File: config.mk
export PLATFORM = sky130hd
export DESIGN_NAME = id3v2_tag_frame_header_parser_core_flat
export DESIGN_NICKNAME = d
export VERILOG_FILES = /design/src/rtl/id3p_pkg.sv /design/src/rtl/id3p_if.sv /design/src/rtl/id3p_parse.sv /design/src/rtl/id3p_queue.sv /design/src/rtl/id3v2_tag_frame_header_parser_core.sv /design/src/flat_wrapper.sv
export SDC_FILE = /design/constraint.sdc
export NUM_CORES = 2
export LEC_CHECK = 0
export ABC_AREA = 1
export BUFFER_PORTS_ARGS = -buffer_cell sky130_fd_sc_hd__buf_2
export CAP_MARGIN = 20
export CORE_UTILIZATION = 51
export CTS_BUF_LIST = sky130_fd_sc_hd__clkbuf_8 sky130_fd_sc_hd__clkbuf_16
export DETAILED_ROUTE_END_ITERATION = 8
export PLACE_DENSITY = 0.68
export RECOVER_POWER = 50
export SLEW_MARGIN = 20
export SYNTH_ARGS = -nofsm -noshare
export SYNTH_HDL_FRONTEND = slang
export SYNTH_HIERARCHICAL = 1
export SYNTH_SLANG_ARGS = --single-unit
File: constraint.sdc
create_clock -name clk -period 32.9 [get_ports clk]
set_clock_uncertainty 0.05 [all_clocks]
set_input_delay 3.29 -clock clk [delete_from_list [all_inputs] [get_ports clk]]
set_output_delay 3.29 -clock clk [all_outputs]
set_load 0.005 [all_outputs]
File: src/rtl/id3p_pkg.sv
`default_nettype none
package id3p_pkg;

  typedef enum logic [2:0] {
    PH_IDLE  = 3'd0,
    PH_SIG   = 3'd1,
    PH_VER   = 3'd2,
    PH_FLAGS = 3'd3,
    PH_SIZE  = 3'd4,
    PH_FRAME = 3'd5,
    PH_SKIP  = 3'd6
  } phase_t;

  localparam logic [1:0] KIND_HEADER = 2'd0;
  localparam logic [1:0] KIND_FRAME  = 2'd1;
  localparam logic [1:0] KIND_ERROR  = 2'd2;
  localparam logic [1:0] KIND_END    = 2'd3;

  localparam logic [7:0] SIG_0 = "I";
  localparam logic [7:0] SIG_1 = "D";
  localparam logic [7:0] SIG_2 = "3";

  localparam logic [7:0] VER_0 = 8'h00;
  localparam logic [7:0] VER_2 = 8'h02;
  localparam logic [7:0] VER_3 = 8'h03;
  localparam logic [7:0] VER_4 = 8'h04;

  localparam int FRAME_ID_COUNT = 74;

  localparam logic [31:0] FRAME_IDS [FRAME_ID_COUNT] = '{
    "AENC", "APIC", "COMM", "COMR", "ENCR", "EQUA", "ETCO", "GEOB", "GRID", "IPLS",
    "LINK", "MCDI", "MLLT", "OWNE", "PRIV", "PCNT", "POPM", "POSS", "RBUF", "RVAD",
    "RVRB", "SYLT", "SYTC", "TALB", "TBPM", "TCOM", "TCON", "TCOP", "TDAT", "TDLY",
    "TENC", "TEXT", "TFLT", "TIME", "TIT1", "TIT2", "TIT3", "TKEY", "TLAN", "TLEN",
    "TMED", "TOAL", "TOFN", "TOLY", "TOPE", "TORY", "TOWN", "TPE1", "TPE2", "TPE3",
    "TPE4", "TPOS", "TPUB", "TRCK", "TRDA", "TRSN", "TRSO", "TSIZ", "TSRC", "TSSE",
    "TYER", "TXXX", "UFID", "USER", "USLT", "WCOM", "WCOP", "WOAF", "WOAR", "WOAS",
    "WORS", "WPAY", "WPUB", "WXXX"
  };

  typedef struct packed {
    logic [1:0]  record_kind;
    logic [7:0]  version_major;
    logic        unsync_flag;
    logic        extended_header_flag;
    logic        experimental_flag;
    logic [27:0] tag_size;
    logic [31:0] frame_id;
    logic [6:0]  frame_code;
    logic [31:0] frame_size;
    logic [15:0] frame_flags;
    logic        last_of_run;
  } rec_t;

  typedef struct packed {
    logic [1:0] count;
    rec_t       first;
    rec_t       second;
  } push_t;

  function automatic logic [6:0] frame_code_of(input logic [31:0] id);
    logic [6:0] code;
    code = '0;
    for (int k = 0; k < FRAME_ID_COUNT; k++) begin
      if (FRAME_IDS[k] == id) begin
        code = 7'(k + 1);
      end
    end
    return code;
  endfunction

endpackage
`default_nettype wire

File: src/rtl/id3p_if.sv
`default_nettype none
interface id3p_byte_if;
  logic       valid;
  logic       ready;
  logic [7:0] data_byte;
  logic       start_of_tag;

  modport source (output valid, output data_byte, output start_of_tag, input ready);
  modport sink (input valid, input data_byte, input start_of_tag, output ready);
endinterface

interface id3p_rec_if;
  logic        valid;
  logic        ready;
  logic [1:0]  record_kind;
  logic [7:0]  version_major;
  logic        unsync_flag;
  logic        extended_header_flag;
  logic        experimental_flag;
  logic [27:0] tag_size;
  logic [31:0] frame_id;
  logic [6:0]  frame_code;
  logic [31:0] frame_size;
  logic [15:0] frame_flags;
  logic        last_of_run;

  modport source (
    output valid, output record_kind, output version_major, output unsync_flag,
    output extended_header_flag, output experimental_flag, output tag_size,
    output frame_id, output frame_code, output frame_size, output frame_flags,
    output last_of_run, input ready
  );
  modport sink (
    input valid, input record_kind, input version_major, input unsync_flag,
    input extended_header_flag, input experimental_flag, input tag_size,
    input frame_id, input frame_code, input frame_size, input frame_flags,
    input last_of_run, output ready
  );
endinterface
`default_nettype wire

File: src/rtl/id3p_parse.sv
`default_nettype none
module id3p_parse (
  input  wire logic          clk,
  input  wire logic          rst,
  input  wire logic          take,
  input  wire logic [7:0]    data_byte,
  input  wire logic          start_of_tag,
  output id3p_pkg::push_t    push
);
  import id3p_pkg::*;

  typedef struct packed {
    phase_t      phase;
    logic [3:0]  cnt;
    logic [7:0]  hver;
    logic [2:0]  hflags;
    logic [27:0] body_size;
    logic [27:0] body_pos;
    logic [31:0] id_shift;
    logic [31:0] size_shift;
    logic [15:0] flags_shift;
    logic [31:0] skip_rem;
  } pstate_t;

  pstate_t st;
  pstate_t st_next;
  pstate_t cur;

  logic [27:0] size7;
  logic [27:0] pos_inc;
  logic [3:0]  cnt_inc;
  logic [15:0] flags_new;
  logic [31:0] skip_dec;
  logic [6:0]  code;
  logic [7:0]  sig_char;
  logic        body_end;
  logic        ver_ok;
  logic        walk;
  logic        padding;
  logic        frame_done;
  logic [27:0] hsize;
  rec_t        hdr_rec;
  rec_t        rec_a;
  rec_t        rec_b;
  logic [1:0]  rec_count;

  always_comb begin
    cur = st;
    if (start_of_tag) begin
      cur = pstate_t'('0);
      cur.phase = PH_SIG;
    end
  end

  assign size7      = {cur.size_shift[20:0], data_byte[6:0]};
  assign pos_inc    = cur.body_pos + 28'd1;
  assign cnt_inc    = cur.cnt + 4'd1;
  assign flags_new  = {cur.flags_shift[7:0], data_byte};
  assign skip_dec   = cur.skip_rem - 32'd1;
  assign code       = frame_code_of(cur.id_shift);
  assign body_end   = pos_inc >= cur.body_size;
  assign ver_ok     = data_byte inside {VER_0, VER_2, VER_3, VER_4};
  assign walk       = (cur.hver == VER_3 || cur.hver == VER_4) && size7 != 28'd0;
  assign padding    = code == 7'd0 && cur.size_shift == 32'd0;
  assign frame_done = cur.cnt == 4'd9;
  assign hsize      = (cur.phase == PH_SIZE) ? size7 : cur.body_size;

  always_comb begin
    unique case (cur.cnt[1:0])
      2'd0:    sig_char = SIG_0;
      2'd1:    sig_char = SIG_1;
      default: sig_char = SIG_2;
    endcase
  end

  always_comb begin
    st_next = cur;
    unique case (cur.phase)
      PH_SIG: begin
        if (data_byte != sig_char) begin
          st_next.phase = PH_IDLE;
        end else if (cur.cnt == 4'd2) begin
          st_next.cnt   = '0;
          st_next.phase = PH_VER;
        end else begin
          st_next.cnt = cnt_inc;
        end
      end
      PH_VER: begin
        if (cur.cnt == 4'd0) begin
          if (!ver_ok) begin
            st_next.phase = PH_IDLE;
          end else begin
            st_next.hver = data_byte;
            st_next.cnt  = 4'd1;
          end
        end else begin
          st_next.cnt   = '0;
          st_next.phase = PH_FLAGS;
        end
      end
      PH_FLAGS: begin
        st_next.hflags     = data_byte[7:5];
        st_next.cnt        = '0;
        st_next.size_shift = '0;
        st_next.phase      = PH_SIZE;
      end
      PH_SIZE: begin
        st_next.size_shift = {4'd0, size7};
        if (cur.cnt == 4'd3) begin
          st_next.body_size = size7;
          st_next.body_pos  = '0;
          st_next.cnt       = '0;
          st_next.phase     = walk ? PH_FRAME : PH_IDLE;
        end else begin
          st_next.cnt = cnt_inc;
        end
      end
      PH_FRAME: begin
        if (cur.cnt < 4'd4) begin
          st_next.id_shift = {cur.id_shift[23:0], data_byte};
        end else if (cur.cnt < 4'd8) begin
          st_next.size_shift = {cur.size_shift[23:0], data_byte};
        end else begin
          st_next.flags_shift = flags_new;
        end
        st_next.cnt      = cnt_inc;
        st_next.body_pos = pos_inc;
        if (frame_done) begin
          st_next.cnt = '0;
          if (padding) begin
            st_next.phase = PH_IDLE;
          end else begin
            st_next.skip_rem = cur.size_shift;
            st_next.phase    = (cur.size_shift != 32'd0) ? PH_SKIP : PH_FRAME;
          end
        end
        if (body_end) begin
          st_next.phase = PH_IDLE;
        end
      end
      PH_SKIP: begin
        st_next.skip_rem = skip_dec;
        st_next.body_pos = pos_inc;
        if (skip_dec == 32'd0) begin
          st_next.cnt   = '0;
          st_next.phase = PH_FRAME;
        end
        if (body_end) begin
          st_next.phase = PH_IDLE;
        end
      end
      default: begin
      end
    endcase
  end

  always_comb begin
    hdr_rec                      = rec_t'('0);
    hdr_rec.version_major        = cur.hver;
    hdr_rec.unsync_flag          = cur.hflags[2];
    hdr_rec.extended_header_flag = cur.hflags[1];
    hdr_rec.experimental_flag    = cur.hflags[0];
    hdr_rec.tag_size             = hsize;
  end

  always_comb begin
    rec_a     = rec_t'('0);
    rec_b     = hdr_rec;
    rec_b.record_kind = KIND_END;
    rec_count = 2'd0;
    unique case (cur.phase)
      PH_SIG: begin
        if (data_byte != sig_char) begin
          rec_a.record_kind = KIND_ERROR;
          rec_count         = 2'd1;
        end
      end
      PH_VER: begin
        if (cur.cnt == 4'd0 && !ver_ok) begin
          rec_a.record_kind   = KIND_ERROR;
          rec_a.version_major = data_byte;
          rec_count           = 2'd1;
        end
      end
      PH_SIZE: begin
        if (cur.cnt == 4'd3) begin
          rec_a             = hdr_rec;
          rec_a.record_kind = KIND_HEADER;
          rec_count         = walk ? 2'd1 : 2'd2;
        end
      end
      PH_FRAME: begin
        if (frame_done) begin
          if (padding) begin
            rec_a             = hdr_rec;
            rec_a.record_kind = KIND_END;
            rec_count         = 2'd1;
          end else begin
            rec_a             = hdr_rec;
            rec_a.record_kind = KIND_FRAME;
            rec_a.frame_id    = cur.id_shift;
            rec_a.frame_code  = code;
            rec_a.frame_size  = cur.size_shift;
            rec_a.frame_flags = flags_new;
            rec_count         = body_end ? 2'd2 : 2'd1;
          end
        end else if (body_end) begin
          rec_a             = hdr_rec;
          rec_a.record_kind = KIND_END;
          rec_count         = 2'd1;
        end
      end
      PH_SKIP: begin
        if (body_end) begin
          rec_a             = hdr_rec;
          rec_a.record_kind = KIND_END;
          rec_count         = 2'd1;
        end
      end
      default: begin
      end
    endcase
    rec_a.last_of_run = rec_count == 2'd1;
    rec_b.last_of_run = 1'b1;
  end

  assign push.count  = take ? rec_count : 2'd0;
  assign push.first  = rec_a;
  assign push.second = rec_b;

  always_ff @(posedge clk) begin
    if (rst) begin
      st <= pstate_t'('0);
    end else if (take) begin
      st <= st_next;
    end
  end

endmodule
`default_nettype wire

File: src/rtl/id3p_queue.sv
`default_nettype none
module id3p_queue #(
  parameter int DEPTH = 4
) (
  input  wire logic           clk,
  input  wire logic           rst,
  input  wire id3p_pkg::push_t push,
  input  wire logic           pop,
  output logic                room,
  output logic                head_valid,
  output id3p_pkg::rec_t      head
);
  import id3p_pkg::*;

  localparam int AW = (DEPTH > 1) ? $clog2(DEPTH) : 1;
  localparam int CW = $clog2(DEPTH + 1);
  localparam logic [AW-1:0] LAST = AW'(DEPTH - 1);

  rec_t          mem [DEPTH];
  logic [AW-1:0] wr_ptr;
  logic [AW-1:0] rd_ptr;
  logic [AW-1:0] wr_ptr_1;
  logic [AW-1:0] wr_ptr_2;
  logic [AW-1:0] rd_ptr_next;
  logic [CW-1:0] fill;
  logic [CW-1:0] fill_next;

  assign wr_ptr_1    = (wr_ptr == LAST) ? '0 : wr_ptr + AW'(1);
  assign wr_ptr_2    = (wr_ptr_1 == LAST) ? '0 : wr_ptr_1 + AW'(1);
  assign rd_ptr_next = (rd_ptr == LAST) ? '0 : rd_ptr + AW'(1);
  assign fill_next   = fill + CW'(push.count) - CW'(pop);

  assign room       = fill <= CW'(DEPTH - 2);
  assign head_valid = fill != '0;
  assign head       = mem[rd_ptr];

  always_ff @(posedge clk) begin
    if (push.count != 2'd0) begin
      mem[wr_ptr] <= push.first;
    end
    if (push.count == 2'd2) begin
      mem[wr_ptr_1] <= push.second;
    end
  end

  always_ff @(posedge clk) begin
    if (rst) begin
      wr_ptr <= '0;
      rd_ptr <= '0;
      fill   <= '0;
    end else begin
      fill <= fill_next;
      if (pop) begin
        rd_ptr <= rd_ptr_next;
      end
      if (push.count == 2'd1) begin
        wr_ptr <= wr_ptr_1;
      end else if (push.count == 2'd2) begin
        wr_ptr <= wr_ptr_2;
      end
    end
  end

endmodule
`default_nettype wire

File: src/rtl/id3v2_tag_frame_header_parser_core.sv
// ID3v2 tag and frame header parser.
// tag_stream (sink): one tag byte per transaction; start_of_tag marks the first
//   byte of a tag and restarts the parser. Bytes outside a tag are dropped.
// records (source): one result record per transaction: tag header, frame
//   header, bad signature or version, end of frames. last_of_run marks the
//   final record caused by one byte; a byte causes zero, one or two records.
// A byte's records are registered in the result queue and are valid on records
//   once they reach its head. Throughput: one byte per cycle while the queue
//   has room; the parser state updates in the cycle the byte is taken and its
//   records land in a QUEUE_DEPTH-entry result queue. Records drain one per
//   cycle while records.ready is high, so a byte's two records leave separately.
// tag_stream.ready is high while the queue has at least two free entries; a
//   stall on records fills the queue and then holds off new bytes.
// Reset: the parser goes idle and the queue empties; nothing is emitted
//   until a byte with start_of_tag arrives.
`default_nettype none
module id3v2_tag_frame_header_parser_core #(
  parameter int QUEUE_DEPTH = 4
) (
  input wire logic   clk,
  input wire logic   rst,
  id3p_byte_if.sink  tag_stream,
  id3p_rec_if.source records
);
  import id3p_pkg::*;

  push_t push;
  rec_t  head;
  logic  room;
  logic  head_valid;
  logic  take;
  logic  pop;

  assign take = tag_stream.valid && room;
  assign pop  = head_valid && records.ready;

  assign tag_stream.ready = room;

  id3p_parse u_parse (
    .clk          (clk),
    .rst          (rst),
    .take         (take),
    .data_byte    (tag_stream.data_byte),
    .start_of_tag (tag_stream.start_of_tag),
    .push         (push)
  );

  id3p_queue #(
    .DEPTH (QUEUE_DEPTH)
  ) u_queue (
    .clk        (clk),
    .rst        (rst),
    .push       (push),
    .pop        (pop),
    .room       (room),
    .head_valid (head_valid),
    .head       (head)
  );

  assign records.valid                = head_valid;
  assign records.record_kind          = head.record_kind;
  assign records.version_major        = head.version_major;
  assign records.unsync_flag          = head.unsync_flag;
  assign records.extended_header_flag = head.extended_header_flag;
  assign records.experimental_flag    = head.experimental_flag;
  assign records.tag_size             = head.tag_size;
  assign records.frame_id             = head.frame_id;
  assign records.frame_code           = head.frame_code;
  assign records.frame_size           = head.frame_size;
  assign records.frame_flags          = head.frame_flags;
  assign records.last_of_run          = head.last_of_run;

endmodule
`default_nettype wire

File: src/flat_wrapper.sv
// flat-port wrapper written by rule: the top's interface ports become plain ports
module id3v2_tag_frame_header_parser_core_flat import id3p_pkg::*;
#(
  parameter int QUEUE_DEPTH = 4
)
  (clk, rst, tag_stream_valid, tag_stream_data_byte, tag_stream_start_of_tag, tag_stream_ready, records_valid, records_record_kind, records_version_major, records_unsync_flag, records_extended_header_flag, records_experimental_flag, records_tag_size, records_frame_id, records_frame_code, records_frame_size, records_frame_flags, records_last_of_run, records_ready);
  id3p_byte_if tag_stream_i ();
  id3p_rec_if records_i ();
  input wire logic clk;
  input wire logic rst;
  input wire logic [$bits(tag_stream_i.valid)-1:0] tag_stream_valid;
  input wire logic [$bits(tag_stream_i.data_byte)-1:0] tag_stream_data_byte;
  input wire logic [$bits(tag_stream_i.start_of_tag)-1:0] tag_stream_start_of_tag;
  output wire logic [$bits(tag_stream_i.ready)-1:0] tag_stream_ready;
  output wire logic [$bits(records_i.valid)-1:0] records_valid;
  output wire logic [$bits(records_i.record_kind)-1:0] records_record_kind;
  output wire logic [$bits(records_i.version_major)-1:0] records_version_major;
  output wire logic [$bits(records_i.unsync_flag)-1:0] records_unsync_flag;
  output wire logic [$bits(records_i.extended_header_flag)-1:0] records_extended_header_flag;
  output wire logic [$bits(records_i.experimental_flag)-1:0] records_experimental_flag;
  output wire logic [$bits(records_i.tag_size)-1:0] records_tag_size;
  output wire logic [$bits(records_i.frame_id)-1:0] records_frame_id;
  output wire logic [$bits(records_i.frame_code)-1:0] records_frame_code;
  output wire logic [$bits(records_i.frame_size)-1:0] records_frame_size;
  output wire logic [$bits(records_i.frame_flags)-1:0] records_frame_flags;
  output wire logic [$bits(records_i.last_of_run)-1:0] records_last_of_run;
  input wire logic [$bits(records_i.ready)-1:0] records_ready;
  assign tag_stream_i.valid = tag_stream_valid;
  assign tag_stream_i.data_byte = tag_stream_data_byte;
  assign tag_stream_i.start_of_tag = tag_stream_start_of_tag;
  assign tag_stream_ready = tag_stream_i.ready;
  assign records_valid = records_i.valid;
  assign records_record_kind = records_i.record_kind;
  assign records_version_major = records_i.version_major;
  assign records_unsync_flag = records_i.unsync_flag;
  assign records_extended_header_flag = records_i.extended_header_flag;
  assign records_experimental_flag = records_i.experimental_flag;
  assign records_tag_size = records_i.tag_size;
  assign records_frame_id = records_i.frame_id;
  assign records_frame_code = records_i.frame_code;
  assign records_frame_size = records_i.frame_size;
  assign records_frame_flags = records_i.frame_flags;
  assign records_last_of_run = records_i.last_of_run;
  assign records_i.ready = records_ready;
  id3v2_tag_frame_header_parser_core #(.QUEUE_DEPTH(QUEUE_DEPTH)) u_core (.clk(clk), .rst(rst), .tag_stream(tag_stream_i), .records(records_i));
endmodule
==> impl_metrics.yaml <==
outcome:
  status: "finished with violations"
  violations: "max-capacitance violations, max-slew violations"
yosys:
  yosys.area_share.xor_xnor_pct: 1.147
  synth_top_family_by_area: "simple AND/OR/NAND/NOR gates"
  synth_area_leader_cell: "edfxtp_1"
  yosys.area_share.simple_pct: 19.71
  synth.area.mux_share_pct: 0
  synth_common_cells: "nand2_1 (918), o21ai_0 (895), nor2_1 (731)"
  seq_area_frac_synth_pct: 46.65
  synth_ff_type: "edfxtp_1"
  synth_top_area_share_pct: 37.57
  synth_cells: 5292
  synth_compound_gate_area_share_pct: 19.53
  netlist_area_um2: 41240
  avgSynthCellArea_um2: 7.793
  ys_async_sr_fraction_pct: 0
  synth-edff-count: 516
  synthTopCellsByArea: "edfxtp_1 (38%), o21ai_0 (11%), dfxtp_1 (9.1%)"
  yosys_warnings: 6
  ys_seq_elements: 703
  synthAdderAreaFrac_pct: 1.566
  ys_types: 63
  yosysMostFrequentCell: "nand2_1"
routing:
  vias_per_cell: 5.816
  drtAntennaViolNets: 0
  drc: 0
  drt_iter0_drc: 4418
  wl_per_cell_um: 20.54
  drt_wl_total_um: 130400
  num_vias: 36920
  firstDrtPassIters: 6
placed_design:
  dp.cells: 6195
  gp_congestion: 0.9731
  hpwl_um: 84360
  portBuffers: 143
clock_network:
  clock_latency_ns: 0.66
  clk_pin_slew_ns: 0.06
  cts_root_buf: "clkbuf_16"
  cts_resized: 0
  cts_setup_buffers: 0
  cts.sinks: 703
  cts_max_level: 3
  cts_tree: "yes"
  clockBufferDepth: 3
  cts_made_buffers: 81
  hold_buffers: 0
final_layout:
  fin_nets: 5293
  fin_cells: 6347
  drive_gt1_share_pct: 6.499
  final_util_pct: 55.92
  nFillCells: 7304
  area_growth_pct: 7.825
global_routing:
  antenna_found_initial: 6
  grt_overflow_total: 0
  grt_pass1_vias: 33020
  gr-usage-all-layers_pct: 31.10
  grt_pass1_wl_um: 197100
  grt_max_degree: 173
timing:
  tns_ns: 0
  worstMarginPinSlew_ns: 5.477
  fin_crit_sh_pct: 57.65
  rsz0062_at_grt: "false"
  hold_viol: 0
  min_period_ns: 18.97
  whs_ns: 0.3926
  finalSetupViolations: 0
  relSlewSlack_pct: -265.1
  report.final.slew_viol_count: 1496
  max_freq_ghz: 0.05272
floorplan:
  io-pin-count: 144
  dieArea_um2: 82000
  start_util_pct: 51.86
  fp.dieH_um: 286.4
  die_w_um: 286.4
  core_um2: 79520
  rows: 103
setup_path:
  cp.arrival_ns: 19.15
  criticalPathCategory: "input port to flip-flop"
  cp.required_ns: 33.08
  path_max_fanout: 118
  rrSetupSlack_ns: 20.30
  end_kind: "flip-flop"
  critPathLaunchType: "input port"
pwr:
  p_leak_uw: 0.01720
  vdd_ir_drop_max_mv: 0.04158
  power_density_nw_per_um2: 63.47
min_path:
  hp-class: "flip-flop to flip-flop"
job:
  drv_cap: 18
through the flow:
step / total power, uW / cell area (um^2) / worst slack [ns]
2_1_floorplan: 1611 / 41570 / 14.40
6_report: 2822 / 44470 / 13.93
3_5_place_dp: 1868 / 41790 / 20.36
4_1_cts: 2820 / 44640 / 21.03
5_1_grt: 2953 / 44460 / 12.87
3_3_place_gp: 1859 / 41780 / 20.52
per-layer routing:
metal	GRT usage, %	routed length [um]
met1	45.58	56700
met3	5.684	12970
met2	45.58	55710
met5	0	77
met4	11.70	4924
cells by family (layout without fill, tap and decap cells):
logic type / Yosys count / after routing
AOI/OAI and AO/OA: 1451 / 1451
xor gates and xnor gates: 54 / 54
adders and majority gates: 51 / 51
buffers and inverters: 1057 / 970
DFF: 703 / 703
other: 2 / 94
and+or+nand+nor: 1974 / 1974
critical path: stages:
cell	delay, ns
clkbuf_1	0.59
clkinvlp_2	2.00
clkbuf_1	1.85
nand2_1	0.95
inv_1	0.35
nor4_1	0.29
nand4_1	0.11
nor4b_1	0.37
nand2_1	0.21
inv_1	0.20
nand3_1	0.24
nand2_1	0.98
nand2_1	0.16
nand3_1	0.33
nand2_1	0.15
inv_1	0.12
inv_1	0.07
ha_1	0.25
nand2_1	2.61
o21ai_0	2.78
buf_4	1.01
report_power, final:
group | switching [uW] | internal, uW | leakage, uW
clock network | 383 | 573 | 0.00143
logic | 546 | 259 | 0.00898
registers | 39.5 | 1020 | 0.00679
area by class of cell:
cell class	count	area, um^2	area share, %
Sequential cell	703	19240	43.27
Clock buffer	88	2123	4.775
Antenna cell	4	10.01	0.02251
Tap cell	1050	1314	2.955
Clock inverter	59	729.5	1.640
Inverter	638	2406	5.411
Timing Repair Buffer	185	994.7	2.237
Multi-Input combinational cell	3620	17650	39.69
cells in the final DEF (no fill, tap or decap), drive strengths merged, types with 3 or more instances in the layout:
master / n
nand2: 945
o221ai: 53
nand4: 39
dfxtp: 187
a221oi: 31
nor2: 738
nor3b: 3
xor2: 44
nor4: 26
bufinv: 13
o41ai: 3
ha: 50
clkinvlp: 7
a22o: 5
o22ai: 143
clkbuf: 138
xnor2: 10
buf: 135
a21oi: 121
o211ai: 12
o21ai: 991
and3: 3
inv: 645
conb: 90
edfxtp: 516
a211oi: 13
clkinv: 32
a41oi: 13
nand3: 147
a311oi: 6
a31oi: 32
nor3: 67
o2111ai: 5
o21bai: 13
diode: 4
flip-flops by register name, summed over array words and instances (netlist names), named ones only:
| name | cells |
|---|---|
| u_core/u_queue/fill | 3 |
| u_core/u_queue/mem | 516 |
| u_core/u_queue/wr_ptr | 2 |
| u_core/u_queue/rd_ptr | 2 |
| u_core/u_parse/st | 178 |
final timing paths:
kind,start,endpoint,cells after the start
worst max-delay path,tag_stream_start_of_tag,u_core/u_queue/mem[2][47],21
worst min-delay path,u_core/u_parse/st[175],u_core/u_parse/st[175],2
worst max register to register,u_core/u_parse/st[101],u_core/u_queue/mem[2][47],25
worst min register to register,u_core/u_parse/st[175],u_core/u_parse/st[175],2
Note: power is estimated with default switching activity, not from simulation.
